[src/hw/rtl/bgrm_pkg.sv]
// Shared types and constants for the greedy rectangle cover block.
// Used by bgrm_ctrl, bgrm_dp and bitmap_greedy_rectangle_merge.
package bgrm_pkg;

    localparam int DEF_MAX_COLS = 8;
    localparam int DEF_MAX_ROWS = 8;

    localparam int CFG_W     = 4;
    localparam int CFG_IDX_W = 2;
    localparam int COORD_W   = 8;
    localparam int RX_W      = 3;
    localparam int RY_W      = 3;
    localparam int RW_W      = 4;
    localparam int RH_W      = 4;

    localparam logic [CFG_IDX_W-1:0] CFG_IDX_GRID_WIDTH  = 2'd0;
    localparam logic [CFG_IDX_W-1:0] CFG_IDX_GRID_HEIGHT = 2'd1;
    localparam logic [CFG_IDX_W-1:0] CFG_IDX_COLLISION   = 2'd2;

    localparam logic [CFG_W-1:0] GRID_WIDTH_RESET  = 4'd8;
    localparam logic [CFG_W-1:0] GRID_HEIGHT_RESET = 4'd8;
    localparam logic             COLLISION_RESET   = 1'b1;

    localparam logic FUNC_CELL  = 1'b0;
    localparam logic FUNC_CLEAR = 1'b1;

    typedef enum logic [2:0] {
        ST_IDLE,
        ST_SCAN,
        ST_GROW_R,
        ST_GROW_D,
        ST_MARK,
        ST_DONE
    } t_state;

    typedef struct packed {
        logic accept;
        logic start_scan;
        logic step;
        logic begin_rect;
        logic grow_r;
        logic begin_down;
        logic grow_d;
        logic sel_down;
        logic mark;
        logic finish;
    } t_dp_cmd;

    typedef struct packed {
        logic rebuild;
        logic cell_free;
        logic can_right;
        logic can_down;
        logic at_end;
    } t_dp_stat;

endpackage

[src/hw/rtl/bgrm_ctrl.sv]
// Sequencer for the rectangle scan: request accept, scan, grow, mark, finish.
// Depends on bgrm_pkg; drives bgrm_dp through t_dp_cmd.
module bgrm_ctrl import bgrm_pkg::*; (
    input  logic     i_clk,
    input  logic     i_rst_n,
    input  logic     i_start,
    input  t_dp_stat i_stat,
    output t_dp_cmd  o_cmd,
    output logic     o_busy
);

    t_state r_state;
    t_state n_state;
    logic   accept;

    assign accept = i_start && (r_state == ST_IDLE);
    assign o_busy = (r_state != ST_IDLE);

    always_ff @(posedge i_clk) begin
        if (!i_rst_n) begin
            r_state <= ST_IDLE;
        end else begin
            r_state <= n_state;
        end
    end

    always_comb begin
        n_state = r_state;
        case (r_state)
            ST_IDLE: begin
                if (accept && i_stat.rebuild) n_state = ST_SCAN;
            end
            ST_SCAN: begin
                if (i_stat.cell_free)   n_state = ST_GROW_R;
                else if (i_stat.at_end) n_state = ST_DONE;
            end
            ST_GROW_R: begin
                if (!i_stat.can_right) n_state = ST_GROW_D;
            end
            ST_GROW_D: begin
                if (!i_stat.can_down) n_state = ST_MARK;
            end
            ST_MARK: begin
                n_state = i_stat.at_end ? ST_DONE : ST_SCAN;
            end
            ST_DONE: begin
                n_state = ST_IDLE;
            end
            default: begin
                n_state = ST_IDLE;
            end
        endcase
    end

    always_comb begin
        o_cmd = '0;
        case (r_state)
            ST_IDLE: begin
                o_cmd.accept     = accept;
                o_cmd.start_scan = accept && i_stat.rebuild;
            end
            ST_SCAN: begin
                o_cmd.begin_rect = i_stat.cell_free;
                o_cmd.step       = !i_stat.cell_free && !i_stat.at_end;
            end
            ST_GROW_R: begin
                o_cmd.grow_r     = i_stat.can_right;
                o_cmd.begin_down = !i_stat.can_right;
            end
            ST_GROW_D: begin
                o_cmd.sel_down = 1'b1;
                o_cmd.grow_d   = i_stat.can_down;
            end
            ST_MARK: begin
                o_cmd.mark = 1'b1;
                o_cmd.step = !i_stat.at_end;
            end
            ST_DONE: begin
                o_cmd.finish = 1'b1;
            end
            default: begin
                o_cmd = '0;
            end
        endcase
    end

endmodule

[config.mk]
export PLATFORM = sky130hd
export DESIGN_NAME = bgrm_ctrl
export DESIGN_NICKNAME = d
export VERILOG_FILES = /design/src/hw/rtl/bgrm_pkg.sv /design/src/hw/rtl/bgrm_ctrl.sv
export SDC_FILE = /design/constraint.sdc
export NUM_CORES = 1
export LEC_CHECK = 0
export BUFFER_PORTS_ARGS = -buffer_cell sky130_fd_sc_hd__buf_2
export CAP_MARGIN = 20
export CORE_AREA = 3 3 40 42
export CTS_CLUSTER_SIZE = 20
export DETAILED_ROUTE_END_ITERATION = 6
export DIE_AREA = 0 0 43 45
export GPL_TIMING_DRIVEN = 0
export SLEW_MARGIN = 30
export SYNTH_ARGS = -nofsm -noshare
export SYNTH_HDL_FRONTEND = slang
export SYNTH_SLANG_ARGS = --single-unit
[constraint.sdc]
create_clock -name i_clk -period 1.7 [get_ports i_clk]
set_clock_uncertainty 0.15 [all_clocks]
set_input_delay 0.17 -clock i_clk [delete_from_list [all_inputs] [get_ports i_clk]]
set_output_delay 0.17 -clock i_clk [all_outputs]
set_load 0.05 [all_outputs]
[Word level (Yosys, flattened, before mapping)]
Index checks and enable logic that the tools add are counted.
Operators by class
  equal/unequal tests: 9
  multiplexer cells: 14
  reduce and logical (&&, ||, !) cells: 9
Operators by type and width (count)
  two-way mux 3 bit: 6
  one-hot mux 3 bit (5 select lines): 1
  equality test 3 x 2 -> 1 bit (second input constant): 2
  equality test 3 bit (second input constant): 2
  two-way mux 2 bit: 3
  inequality test 2 bit (second input constant): 2
  AND reduction 4 bit: 1
  equality test 3 x 1 -> 1 bit (second input constant): 1
  logical AND 1 bit: 3
  zero test 1 bit: 3
  zero test 3 bit: 1
  two-way mux 1 bit: 3
  inequality test 3 bit (second input constant): 1
  nonzero test 3 bit: 1
  inequality test 2 x 1 -> 1 bit (second input constant): 1
  one-hot mux 1 bit (2 select lines): 1
Word-level totals
  register bits after elaboration: 3
  input port bits: 8
  output and inout bits: 11
  word-level logic and storage cells: 33

[Logic depth before layout (Yosys ltp)]
  word-level depth: 5
  gate-level depth with buffers: 4
  gate-level depth less buffers: 3

[Worst setup path after synthesis]
OpenSTA, ideal clock, no wires.
  kind: reg2out
  from: register r_state[0]
  to: output port o_cmd[6] in the netlist's numbering
  arrival time: 2.079 ns
  path slack: -0.699 ns
  cell stages (with the launch flop): 4
  path buffers: 1
  path through: dfxtp_1 buf_4 inv_1 nor4_1
RTL lines
  from (decl): line bgrm_ctrl.sv:12  | t_state r_state;
  from (signal assigned): line bgrm_ctrl.sv:23  | r_state <= n_state;
  to (decl): line bgrm_ctrl.sv:8  | output t_dp_cmd o_cmd,

==> run_results.csv <==
group,metric,value,unit
clock_tree,clkTransAtPathRegs,0.04,ns
power,ir_drop,358.1,µV
die,ios,19,
die,fp.dieArea,1935,µm²
die,coreArea,1285,µm²
status,status,"finished clean",
global_route,grtUsageTotal,0.09159,
clock_tree,clockBufferDepth,2,
finish,nNetsFinal,70,
power,power_density,769.9,nW/µm²
die,die_h,45,µm
finish,largest_reg_flops,3,
clock_tree,numCtsBuffers,3,
clock_tree,tritoncts,"done",
logic_synthesis,seq_area_frac_synth,0.2008,
logic_synthesis,syn_area,299.0,µm²
logic_synthesis,yosysWarnings,0,
global_route,grt_pass1_vias,368,
power,power_leakage,0.2273,nW
timing,rsz0062_at_grt,"yes",
logic_synthesis,syn_nets,46,
timing,tightest_slew,0.2452,ns
logic_synthesis,async_flop_share,0,
finish,drive_above_1_share,0.6230,
finish,finalNonFillerCells,76,
die,start_util,0.2327,
timing,period_needed,1.647,ns
logic_synthesis,synth.avg_cell_area,7.869,µm²
global_route,overflow,0,
logic_synthesis,ys_ff_latch,3,
timing,hold_slack,0.05387,ns
timing,finalCritPeriodShare,0.9688,
worst_hold_path,hold_class,"in -> reg",
worst_setup_path,critPathKind,"reg -> out",
timing,setup_viol,0,
logic_synthesis,synth.top_cell.area_share,0.2008,
route,drt-pass1-iter-count,1,
finish,n_antenna_cell,0,
timing,fmax,0.6072,GHz
power,power,0.3940,mW
clock_tree,insertion_delay,0.23,ns
worst_setup_path,crit_arrival,1.33,ns
logic_synthesis,synthTopCellsByArea,"dfxtp_1, nor2b_1, nor3b_2",
timing,maxSlewHeadroom,0.8362,
clock_tree,cts_root_buf,"clkbuf_4",
timing,hold_violations,0,
finish,nFillCells,146,
worst_setup_path,required,1.38,ns
logic_synthesis,synth_cell_types,23,
route,wirelength,778,µm
route,drc,0,
global_route,grt_pass1_wl,1311,µm
finish,utilization,0.3982,
worst_setup_path,critPathLaunchType,"flip-flop",
worst_setup_path,cp-end-kind,"primary output",
finish,layout_common_cells,"buf_2, buf_6",
clock_tree,cts.sinks,3,
placed_design,dp_hpwl,607.4,µm
logic_synthesis,yosysTopAreaCell,"dfxtp_1",
logic_synthesis,synthFlopType,"dfxtp_1",
clock_tree,htree_levels,1,
placed_design,numPortBuffers,18,
run,cap_violations,0,
finish,reg.largest.list,"r_state x3",
global_route,grt_max_degree,11,
timing,maxSlewViolCount,0,
route,antenna_left,0,
worst_setup_path,cp_max_fo,9,
route,routed_via_density,4.539,
placed_design,globalplace.congestion,0.6904,
die,num_rows,13,
route,wire_per_inst,10.24,µm
logic_synthesis,synth_edf_count,0,
route,num_vias,345,
finish,final_common_cell,"buf_2",
placed_design,dpl.cell_count,71,
die,die_w,43,µm
logic_synthesis,synth_cells,38,
route,drtIter0Drc,0,
finish,area_growth,71.13,%
global_route,antenna_found_initial,0,
finish,regMostFlops,"r_state",
[power breakdown]
part | switching [mW] | internal (mW)
clock network | 0.0352 | 0.0879
logic | 0.118 | 0.0699
registers | 0.00588 | 0.0767
[what timing repair did]
action / in CTS / in global routing
resized for setup: 8 / 6
endpoints found under the setup margin: 5 / 5
buffers inserted: 1 / 0
pin swaps: 2 / 2
gates cloned: 0 / 0
hold buffers: 0 / 0
[layout make-up]
type                    count  area (µm²)  share of cell area
multi-input cells          30       246.5              0.4817
repair buffers             19       125.1              0.2445
flip-flops and latches      3       61.31              0.1198
clock buffers               4       26.28             0.05134
plain buffers               2       22.52             0.04401
well taps                  15       18.77             0.03667
inverters                   3       11.26             0.02200
[per-stage QoR]
stage          instance area, µm²  setup TNS (ns)  setup slack (ns)
2_1_floorplan               325.3         -0.2685           -0.1464
3_5_place_dp                434.2               0           0.09765
5_1_grt                     511.7       -0.002515         -0.001777
3_3_place_gp                434.2               0            0.1209
6_report                    511.7               0           0.05298
4_1_cts                     489.2               0          0.007780
[cells by family after synthesis]
group	count (synthesis)	share of synthesized area
AND/OR/NAND/NOR	21	0.4686
buffers and inverters	5	0.1004
flip-flops	3	0.2008
multiplexers	1	0.03347
AO/OA/AOI/OAI	8	0.1966
[synth_stat cells, types with 2 or more instances]
master / n
a21oi_1: 3
inv_1: 3
nor3b_1: 2
nor3_1: 2
nor3b_2: 2
dfxtp_1: 3
nor2_1: 3
nor2b_1: 4
nand2_1: 2
[final timing paths]
check / startpoint / end / slack, ns / cells past startpoint
setup / recovery: r_state[2] / o_cmd[5] / 0.05 / 3
hold / removal: i_rst_n / r_state[0] / 0.05 / 3
setup reg to reg: r_state[2] / r_state[0] / 0.34 / 4
hold reg to reg: r_state[2] / r_state[1] / 0.40 / 1
[worst max-delay path, stage by stage (launching register included)]
cell and delay [ns]:
dfxtp_2 0.36, or2b_4 0.29, nor3b_2 0.25, buf_6 0.19
[metal layers]
layer / global-route usage / up-vias / part of all wire / routed length, µm
li1: - / 180 / - / -
met4: 0.07229 / 0 / 0 / 0
met1: 0.09639 / 155 / 0.41 / 318
met3: 0.01594 / 0 / 0.064 / 50
met2: 0.1617 / 10 / 0.53 / 409
met5: 0 / - / 0 / 0
Power figures use the tool's default switching activity.
