===== config.mk =====
export PLATFORM = sky130hd
export DESIGN_NAME = bgrm_dp
export DESIGN_NICKNAME = d
export VERILOG_FILES = /design/src/hw/rtl/bgrm_pkg.sv /design/src/hw/rtl/bgrm_dp.sv
export SDC_FILE = /design/constraint.sdc
export NUM_CORES = 1
export LEC_CHECK = 0
export ABC_AREA = 1
export BUFFER_PORTS_ARGS = -buffer_cell sky130_fd_sc_hd__buf_2
export CAP_MARGIN = 40
export CORE_MARGIN = 3
export CORE_UTILIZATION = 41
export DETAILED_ROUTE_END_ITERATION = 8
export GPL_TIMING_DRIVEN = 1
export PLACE_DENSITY = 0.56
export REMOVE_ABC_BUFFERS = 1
export SLEW_MARGIN = 20
export SYNTH_ARGS = -nofsm -noshare
export SYNTH_HDL_FRONTEND = slang
export SYNTH_SLANG_ARGS = --single-unit

===== constraint.sdc =====
create_clock -name i_clk -period 6.52 [get_ports i_clk]
set_input_delay 1.304 -clock i_clk [delete_from_list [all_inputs] [get_ports i_clk]]
set_output_delay 1.304 -clock i_clk [all_outputs]
set_load 0.005 [all_outputs]

===== src/hw/rtl/bgrm_pkg.sv =====
// Shared types and constants for the greedy rectangle cover block.
// Used by bgrm_ctrl, bgrm_dp and bitmap_greedy_rectangle_merge.
package bgrm_pkg;

    localparam int DEF_MAX_COLS = 8;
    localparam int DEF_MAX_ROWS = 8;

    localparam int CFG_W     = 4;
    localparam int CFG_IDX_W = 2;
    localparam int COORD_W   = 8;
    localparam int RX_W      = 3;
    localparam int RY_W      = 3;
    localparam int RW_W      = 4;
    localparam int RH_W      = 4;

    localparam logic [CFG_IDX_W-1:0] CFG_IDX_GRID_WIDTH  = 2'd0;
    localparam logic [CFG_IDX_W-1:0] CFG_IDX_GRID_HEIGHT = 2'd1;
    localparam logic [CFG_IDX_W-1:0] CFG_IDX_COLLISION   = 2'd2;

    localparam logic [CFG_W-1:0] GRID_WIDTH_RESET  = 4'd8;
    localparam logic [CFG_W-1:0] GRID_HEIGHT_RESET = 4'd8;
    localparam logic             COLLISION_RESET   = 1'b1;

    localparam logic FUNC_CELL  = 1'b0;
    localparam logic FUNC_CLEAR = 1'b1;

    typedef enum logic [2:0] {
        ST_IDLE,
        ST_SCAN,
        ST_GROW_R,
        ST_GROW_D,
        ST_MARK,
        ST_DONE
    } t_state;

    typedef struct packed {
        logic accept;
        logic start_scan;
        logic step;
        logic begin_rect;
        logic grow_r;
        logic begin_down;
        logic grow_d;
        logic sel_down;
        logic mark;
        logic finish;
    } t_dp_cmd;

    typedef struct packed {
        logic rebuild;
        logic cell_free;
        logic can_right;
        logic can_down;
        logic at_end;
    } t_dp_stat;

endpackage


===== src/hw/rtl/bgrm_dp.sv =====
// Datapath: occupancy and covered grids, scan position, rectangle growth, result regs.
// Depends on bgrm_pkg; controlled by bgrm_ctrl through t_dp_cmd.
module bgrm_dp import bgrm_pkg::*; #(
    parameter int MAX_COLS = DEF_MAX_COLS,
    parameter int MAX_ROWS = DEF_MAX_ROWS
) (
    input  logic               i_clk,
    input  logic               i_rst_n,
    input  t_dp_cmd            i_cmd,
    output t_dp_stat           o_stat,
    input  logic [CFG_W-1:0]   i_grid_width,
    input  logic [CFG_W-1:0]   i_grid_height,
    input  logic               i_collision_en,
    input  logic               i_func,
    input  logic [COORD_W-1:0] i_cell_x,
    input  logic [COORD_W-1:0] i_cell_y,
    input  logic               i_active,
    output logic               o_strobe,
    output logic               o_rect_valid,
    output logic [RX_W-1:0]    o_rect_x,
    output logic [RY_W-1:0]    o_rect_y,
    output logic [RW_W-1:0]    o_rect_w,
    output logic [RH_W-1:0]    o_rect_h,
    output logic               o_last
);

    localparam int CW = $clog2(MAX_COLS + 1);
    localparam int RW = $clog2(MAX_ROWS + 1);

    logic [MAX_COLS-1:0] r_occ [MAX_ROWS];
    logic [MAX_COLS-1:0] r_cov [MAX_ROWS];

    logic [CW-1:0] r_x, r_w, r_pend_x, r_pend_w;
    logic [RW-1:0] r_y, r_h, r_pend_y, r_pend_h;
    logic          r_pend_vld;

    logic            r_strobe, r_valid, r_last;
    logic [RX_W-1:0] r_out_x;
    logic [RY_W-1:0] r_out_y;
    logic [RW_W-1:0] r_out_w;
    logic [RH_W-1:0] r_out_h;

    logic [CW-1:0]       eff_w, pos_r;
    logic [RW-1:0]       eff_h, rd_row, row_dn, row_top;
    logic                x_ok, y_ok, row_end;
    logic [MAX_COLS-1:0] cmask, row_free, sh_x, sh_r, low_m, rmask;

    assign eff_w = (i_grid_width > CFG_W'(MAX_COLS)) ? CW'(MAX_COLS) : i_grid_width[CW-1:0];
    assign eff_h = (i_grid_height > CFG_W'(MAX_ROWS)) ? RW'(MAX_ROWS)
                                                       : i_grid_height[RW-1:0];

    assign x_ok  = !i_cell_x[COORD_W-1] && ({1'b0, i_cell_x[COORD_W-2:0]} < COORD_W'(eff_w));
    assign y_ok  = !i_cell_y[COORD_W-1] && ({1'b0, i_cell_y[COORD_W-2:0]} < COORD_W'(eff_h));
    assign cmask = MAX_COLS'(1) << i_cell_x[COORD_W-2:0];

    assign row_dn = r_y + r_h;
    assign rd_row = i_cmd.sel_down ? row_dn : r_y;
    assign pos_r  = r_x + r_w;

    always_comb begin
        row_free = '0;
        for (int i = 0; i < MAX_ROWS; i++) begin
            if (RW'(i) == rd_row) row_free = r_occ[i] & ~r_cov[i];
        end
    end

    assign sh_x  = row_free >> r_x;
    assign sh_r  = row_free >> pos_r;
    assign low_m = ~({MAX_COLS{1'b1}} << r_w);
    assign rmask = low_m << r_x;

    assign row_end = (r_x == eff_w - CW'(1));
    assign row_top = eff_h - RW'(1);

    assign o_stat.rebuild   = (i_func == FUNC_CELL) && x_ok && y_ok && i_collision_en;
    assign o_stat.cell_free = sh_x[0];
    assign o_stat.can_right = (pos_r < eff_w) && sh_r[0];
    assign o_stat.can_down  = (row_dn < eff_h) && ((row_free & rmask) == rmask);
    assign o_stat.at_end    = row_end && (r_y == row_top);

    always_ff @(posedge i_clk) begin
        if (!i_rst_n) begin
            for (int i = 0; i < MAX_ROWS; i++) begin
                r_occ[i] <= '0;
                r_cov[i] <= '0;
            end
        end else begin
            for (int i = 0; i < MAX_ROWS; i++) begin
                if (i_cmd.accept) begin
                    if (i_func == FUNC_CLEAR) begin
                        r_occ[i] <= '0;
                    end else if (x_ok && y_ok && (i_cell_y[COORD_W-2:0] == (COORD_W-1)'(i))) begin
                        r_occ[i] <= i_active ? (r_occ[i] | cmask) : (r_occ[i] & ~cmask);
                    end
                end
                if (i_cmd.start_scan) begin
                    r_cov[i] <= '0;
                end else if (i_cmd.mark && (RW'(i) >= r_y) && (RW'(i) < row_dn)) begin
                    r_cov[i] <= r_cov[i] | rmask;
                end
            end
        end
    end

    // scan position and rectangle extent
    always_ff @(posedge i_clk) begin
        if (i_cmd.start_scan) begin
            r_x <= '0;
            r_y <= '0;
        end else if (i_cmd.step) begin
            if (row_end) begin
                r_x <= '0;
                r_y <= r_y + RW'(1);
            end else begin
                r_x <= r_x + CW'(1);
            end
        end
        if (i_cmd.begin_rect) r_w <= CW'(1);
        else if (i_cmd.grow_r) r_w <= r_w + CW'(1);
        if (i_cmd.begin_down) r_h <= RW'(1);
        else if (i_cmd.grow_d) r_h <= r_h + RW'(1);
        if (i_cmd.mark) begin
            r_pend_x <= r_x;
            r_pend_y <= r_y;
            r_pend_w <= r_w;
            r_pend_h <= r_h;
        end
    end

    // one rectangle is held back so the last flag is known when it goes out
    always_ff @(posedge i_clk) begin
        if (!i_rst_n) begin
            r_pend_vld <= 1'b0;
            r_strobe   <= 1'b0;
        end else begin
            r_strobe <= (i_cmd.mark && r_pend_vld) || i_cmd.finish;
            if (i_cmd.start_scan) r_pend_vld <= 1'b0;
            else if (i_cmd.mark)  r_pend_vld <= 1'b1;
        end
    end

    always_ff @(posedge i_clk) begin
        if (i_cmd.mark || i_cmd.finish) begin
            r_valid <= r_pend_vld;
            r_last  <= i_cmd.finish;
            r_out_x <= r_pend_vld ? RX_W'(r_pend_x) : '0;
            r_out_y <= r_pend_vld ? RY_W'(r_pend_y) : '0;
            r_out_w <= r_pend_vld ? RW_W'(r_pend_w) : '0;
            r_out_h <= r_pend_vld ? RH_W'(r_pend_h) : '0;
        end
    end

    assign o_strobe     = r_strobe;
    assign o_rect_valid = r_valid;
    assign o_rect_x     = r_out_x;
    assign o_rect_y     = r_out_y;
    assign o_rect_w     = r_out_w;
    assign o_rect_h     = r_out_h;
    assign o_last       = r_last;

endmodule


After elaboration in Yosys (flattened, before gate mapping)
Memories as Yosys holds them, arrays and structs flattened.
Cells that the tools add are included.
{ "totals": {"in_bits": 39, "elab_cells": 321, "mem_count": 2, "rom_bits": 0, "latchBits": 0, "regBits": 48, "out_inout_bits": 22, "mem_bits_rw": 128} }
{ "memory_table": {"columns": ["name", "words", "word_bits", "rd", "rd_clocked_by_memory_dff", "write_ports", "line", "source"], "rows": [
  ["r_cov", 8, 8, 8, 0, 8, "bgrm_dp.sv:31", "logic [MAX_COLS-1:0] r_cov [MAX_ROWS];"],
  ["r_occ", 8, 8, 8, 0, 8, "bgrm_dp.sv:30", "logic [MAX_COLS-1:0] r_occ [MAX_ROWS];"]
]} }
{ "classes": {"shifts": 5, "n_reduce_logical": 42, "mul": 0, "mux": 132, "magnitude_cmp": 22, "n_div": 0, "n_addsub": 8, "bitwise": 77, "n_eq_ne": 17} }
{ "op_table": {"columns": ["operator", "n"], "rows": [
  ["$mux W8", 48],
  ["$and A8 B8 Y8", 17],
  ["$or A8 B8 Y8", 16],
  ["$mux W1", 80],
  ["$not A8 Y8", 10],
  ["$logic_and A1 B1 Y1", 34],
  ["$or A1 B1 Y1", 32],
  ["$eq A7 B3 Y1 const B", 4],
  ["$add A4 B1 Y4 const B", 4],
  ["$eq A3 B4 Y1 const A", 4],
  ["$ge A3 B4 Y1 const A", 4],
  ["$lt A3 B4 Y1 const A", 4],
  ["$mux W4", 4],
  ["$shr A8 B4 Y1", 2],
  ["$eq A7 B2 Y1 const B", 2],
  ["$lt A7 B4 Y1", 2],
  ["$add A4 B4 Y4", 2],
  ["$eq A2 B4 Y1 const A", 2],
  ["$eq A4 B4 Y1", 2],
  ["$eq A8 B8 Y1", 1],
  ["$ge A1 B4 Y1 const A", 2],
  ["$ge A2 B4 Y1 const A", 2],
  ["$gt A4 B4 Y1 const B", 2],
  ["$lt A1 B4 Y1 const A", 2],
  ["other kinds (15)", 21]
]} }

Logic depth before layout (Yosys ltp)
{ "depth": {"depth_word": 14, "mapped_depth": 20, "mapped_depth_nobuf": 20} }

Worst setup path before layout
OpenSTA, ideal clock, no wires.
{ "synth_path": {"kind": "input to output", "start": "input port i_grid_width[0]", "end": "output port o_stat[2] (netlist name)", "path_slack_ns": 2.465, "t_arrival_ns": 2.751, "path_stages": 11, "path_buffers": 0, "t_required_ns": 5.216, "path_cell_list": "or3_4 nand2_2 nand2_1 ha_1 o21ai_0 inv_1 o21ai_0 nand2_1 a211oi_1 nand2_1 nor2_1"} }
{ "synth_lines": {"columns": ["element", "line", "source"], "rows": [
  ["start: declaration", "bgrm_dp.sv:11", "input logic [CFG_W-1:0] i_grid_width,"],
  ["end: declaration", "bgrm_dp.sv:10", "output t_dp_stat o_stat,"]
]} }

==> impl_results.md <==
* Status: finished, final reports clean
* CP dominant cell by count: nand2_1
* Largest cells by area after synthesis: edfxtp_1 (50%), a21oi_1 (7.2%), nand2_1 (7.0%)
* Ys async rst share at 0%
* Placed cell areas at 10200 sq um
* Initial Utilization at 41.7%
* RSZ-0062 raised after global routing: no
* Layout cells sized above 1 at 12.0%
* Mux share of post-synthesis cell area at 0.106%
* F_max at 192 MHz
* Final design utilization at 47.6%
* Avg Synthesized Cell Area at 8.88 sq um
* Residual DRC at 0
* Setup TNS at 0 ps
* # clock sinks at 176
* Top-count cell post-synth: nand2_1
* Setup bufs post-CTS at 0
* Final setup viols at 0
* Final Cycle Share at 79.9%
* CP endpoint kind: output port
* CP max FO at 13
* Cell Chain, Critical Path: inv_1 -> fa_1 -> xor2_1 -> nand2_1 -> o21ai_1 -> buf_4 -> nand2_1 -> nor2_4 -> o21ai_0 -> nand2_1 -> nand4_1 -> a21oi_1 -> o21ai_0 -> nand3_1 -> nand2_1 -> buf_2
* H-tree lvl count at 4
* Layout area overhead at 14.0%
* Synth Register Bits at 176
* Io pins at 61
* ANT cells at 0
* Initial DRC count at 888
* Clk buf depth at 2
* Worst-margin pin slew at 832 ps
* Antenna violations before repair at 0
* Clock transition at the registers of the reported paths at 70 ps
* Area of the core at 22700 sq um
* Synth area leader: edfxtp_1
* Layout Skew at 9.34 ps
* Total Routing Usage GR at 25.0%
* Gr ovfl total at 0
* CP max-delay cell: dfxtp_1
* Finished Cell Area at 10800 sq um
* Ys Warns at 0
* Total CTS buffers at 17
* Average routed wire per standard cell at 21.3 um
* Post-CTS Hold Fix Bufs at 0
* Compound-Gate Fraction of Synth Area at 11.9%
* Detail Route Antenna Nets at 0
* Die ar. at 25000 sq um
* IO Port Bufs at 60
* Post-synthesis cell type count at 45
* Max-slew violations at 0
* CP arrival at 3910 ps
* Clock Latency Late Sink at 440 ps
* # resized after CTS at 0
* Static Leak at 4.68 nW
* CTS tree: built
* Largest net degree at the start of global routing at 18
* Vias per cell at 5.47
* Root Buffer: clkbuf_16
* Cells after Synth at 1067
* Fin nets at 1214
* Max_cap viols at 0
* Number of synthesized flops with an enable pin at 158
* Hold Worst Slack at 495 ps
* Hold Vio Cnt, Final at 0
* Simple-gate share of the synthesized area at 20.4%
* Vias in the first global route at 7480
* Die Ht at 158 um
* Worst Path Required at 5220 ps
* Routability congestion estimate at 0.997
* Row count at 55
* DR vias at 7890
* Post-Synth XOR/XNOR Area at 1.57%
* Syn Std Cell Area at 9480 sq um
* First-pass GRT wire length at 45600 um
* 1st-pass router iterations at 8
* Max-slew headroom at 43.9%
* Min-delay worst type: reg2reg
* Critical path class: reg2out
* Die width at 158 um
* Largest family of logic cells by synthesized area: simple AND/OR/NAND/NOR gates
* Register area share after synthesis at 53.9%
* Post-layout min period at 5210 ps
* Post-synthesis adder-cell area fraction at 4.25%
* Yosys top cell area share at 50.1%
* Max VDD drop at 0.154 mV
* Final HPWL DP at 23000 um
* Startpoint class of the critical path: flop
* Pwr Density at 266 nW/um^2
* Ys flop type: edfxtp_1
* Synth cell count leaders: nand2_1 (178), inv_1 (168), edfxtp_1 (158)
* Final wirelength at 30700 um
* Largest stage delay on the critical path at 580 ps
-- where the power goes --
part | total, mW | internal, mW | switching [mW]
Sequential | 1.33 | 1.29 | 0.0428
Clock | 1.12 | 0.649 | 0.475
Combinational | 0.416 | 0.123 | 0.293
Total | 2.87 | 2.06 | 0.811
-- critical path: cells and delay by family (launching register included) --
family / cells / cell delay, ps
simple gates: 7 / 960
compound gates: 4 / 580
xor+xnor: 1 / 340
buf+inv: 3 / 530
flops: 1 / 580
fa+ha+maj: 1 / 470
-- logic make-up (layout without fill, tap and decap cells) --
group	after synthesis	count (layout)
adder cells (fa/ha/maj)	31	31
XOR/XNOR	17	17
flip-flops	176	176
buffers and inverters	192	282
multiplexers	1	1
AND/OR/NAND/NOR	445	445
AO/OA/AOI/OAI	205	205
-- layout make-up --
cell class | count | area (sq um)
clock buffers | 18 | 429
repair buffers | 76 | 424
flip-flops and latches | 176 | 5100
fillers | 2217 | 11900
inverters | 174 | 658
clock inverters | 14 | 199
well taps | 285 | 357
multi-input cells | 699 | 3640
-- routing by layer --
metal	routed length, um	vias to the layer above	track usage [%]
li1	-	3752	-
met1	13800	3748	35.8
met2	13800	329	38.6
met3	2100	61	4.67
met4	935	0	8.40
met5	0	-	0
-- stage by stage --
stage	power [mW]	setup slack [ps]	std cells
after CTS	2.88	1310	1440
after global placement	1.76	1660	1400
final	2.87	1310	1442
after floorplan	1.59	2310	1049
after global routing	2.97	912	1442
after detailed placement	1.77	1680	1408
-- sequential cells by signal, indices dropped and copies added (netlist names) --
register      count
o_last            1
o_rect_h          4
o_rect_valid      1
o_rect_w          4
o_rect_x          3
o_rect_y          3
o_strobe          1
r_cov            64
r_h               4
r_occ            64
r_pend_h          4
r_pend_vld        1
r_pend_w          4
r_pend_x          3
r_pend_y          3
r_w               4
r_x               4
r_y               4
-- path summary, 6_finish.rpt --
check / from / to / slack [ps] / cells past startpoint
setup / recovery: r_y[1] / o_stat[3] / 1310 / 16
hold / removal: r_h[3] / r_pend_h[3] / 500 / 0
setup reg to reg: r_y[1] / r_cov[0][4] / 3080 / 8
hold reg to reg: r_h[3] / r_pend_h[3] / 500 / 0
-- layout by cell type, fill, tap and decap left out, types with 3 or more instances in the layout --
cell type,n
or2_2,5
nand3_1,65
o21ai_0,35
nor3_1,18
a31oi_1,5
a21oi_1,136
nand2_2,3
dfxtp_1,18
o2111ai_1,8
nand4_1,14
buf_2,60
inv_2,3
bufinv_16,4
nand2_1,178
o211ai_1,6
a211oi_1,4
buf_4,14
nor2_1,137
clkbuf_16,17
inv_1,168
edfxtp_1,158
ha_1,29
or2_1,3
nand3b_1,5
xnor2_1,5
inv_6,6
nor2_2,7
xor2_1,12
(Power assumes the default switching activity.)
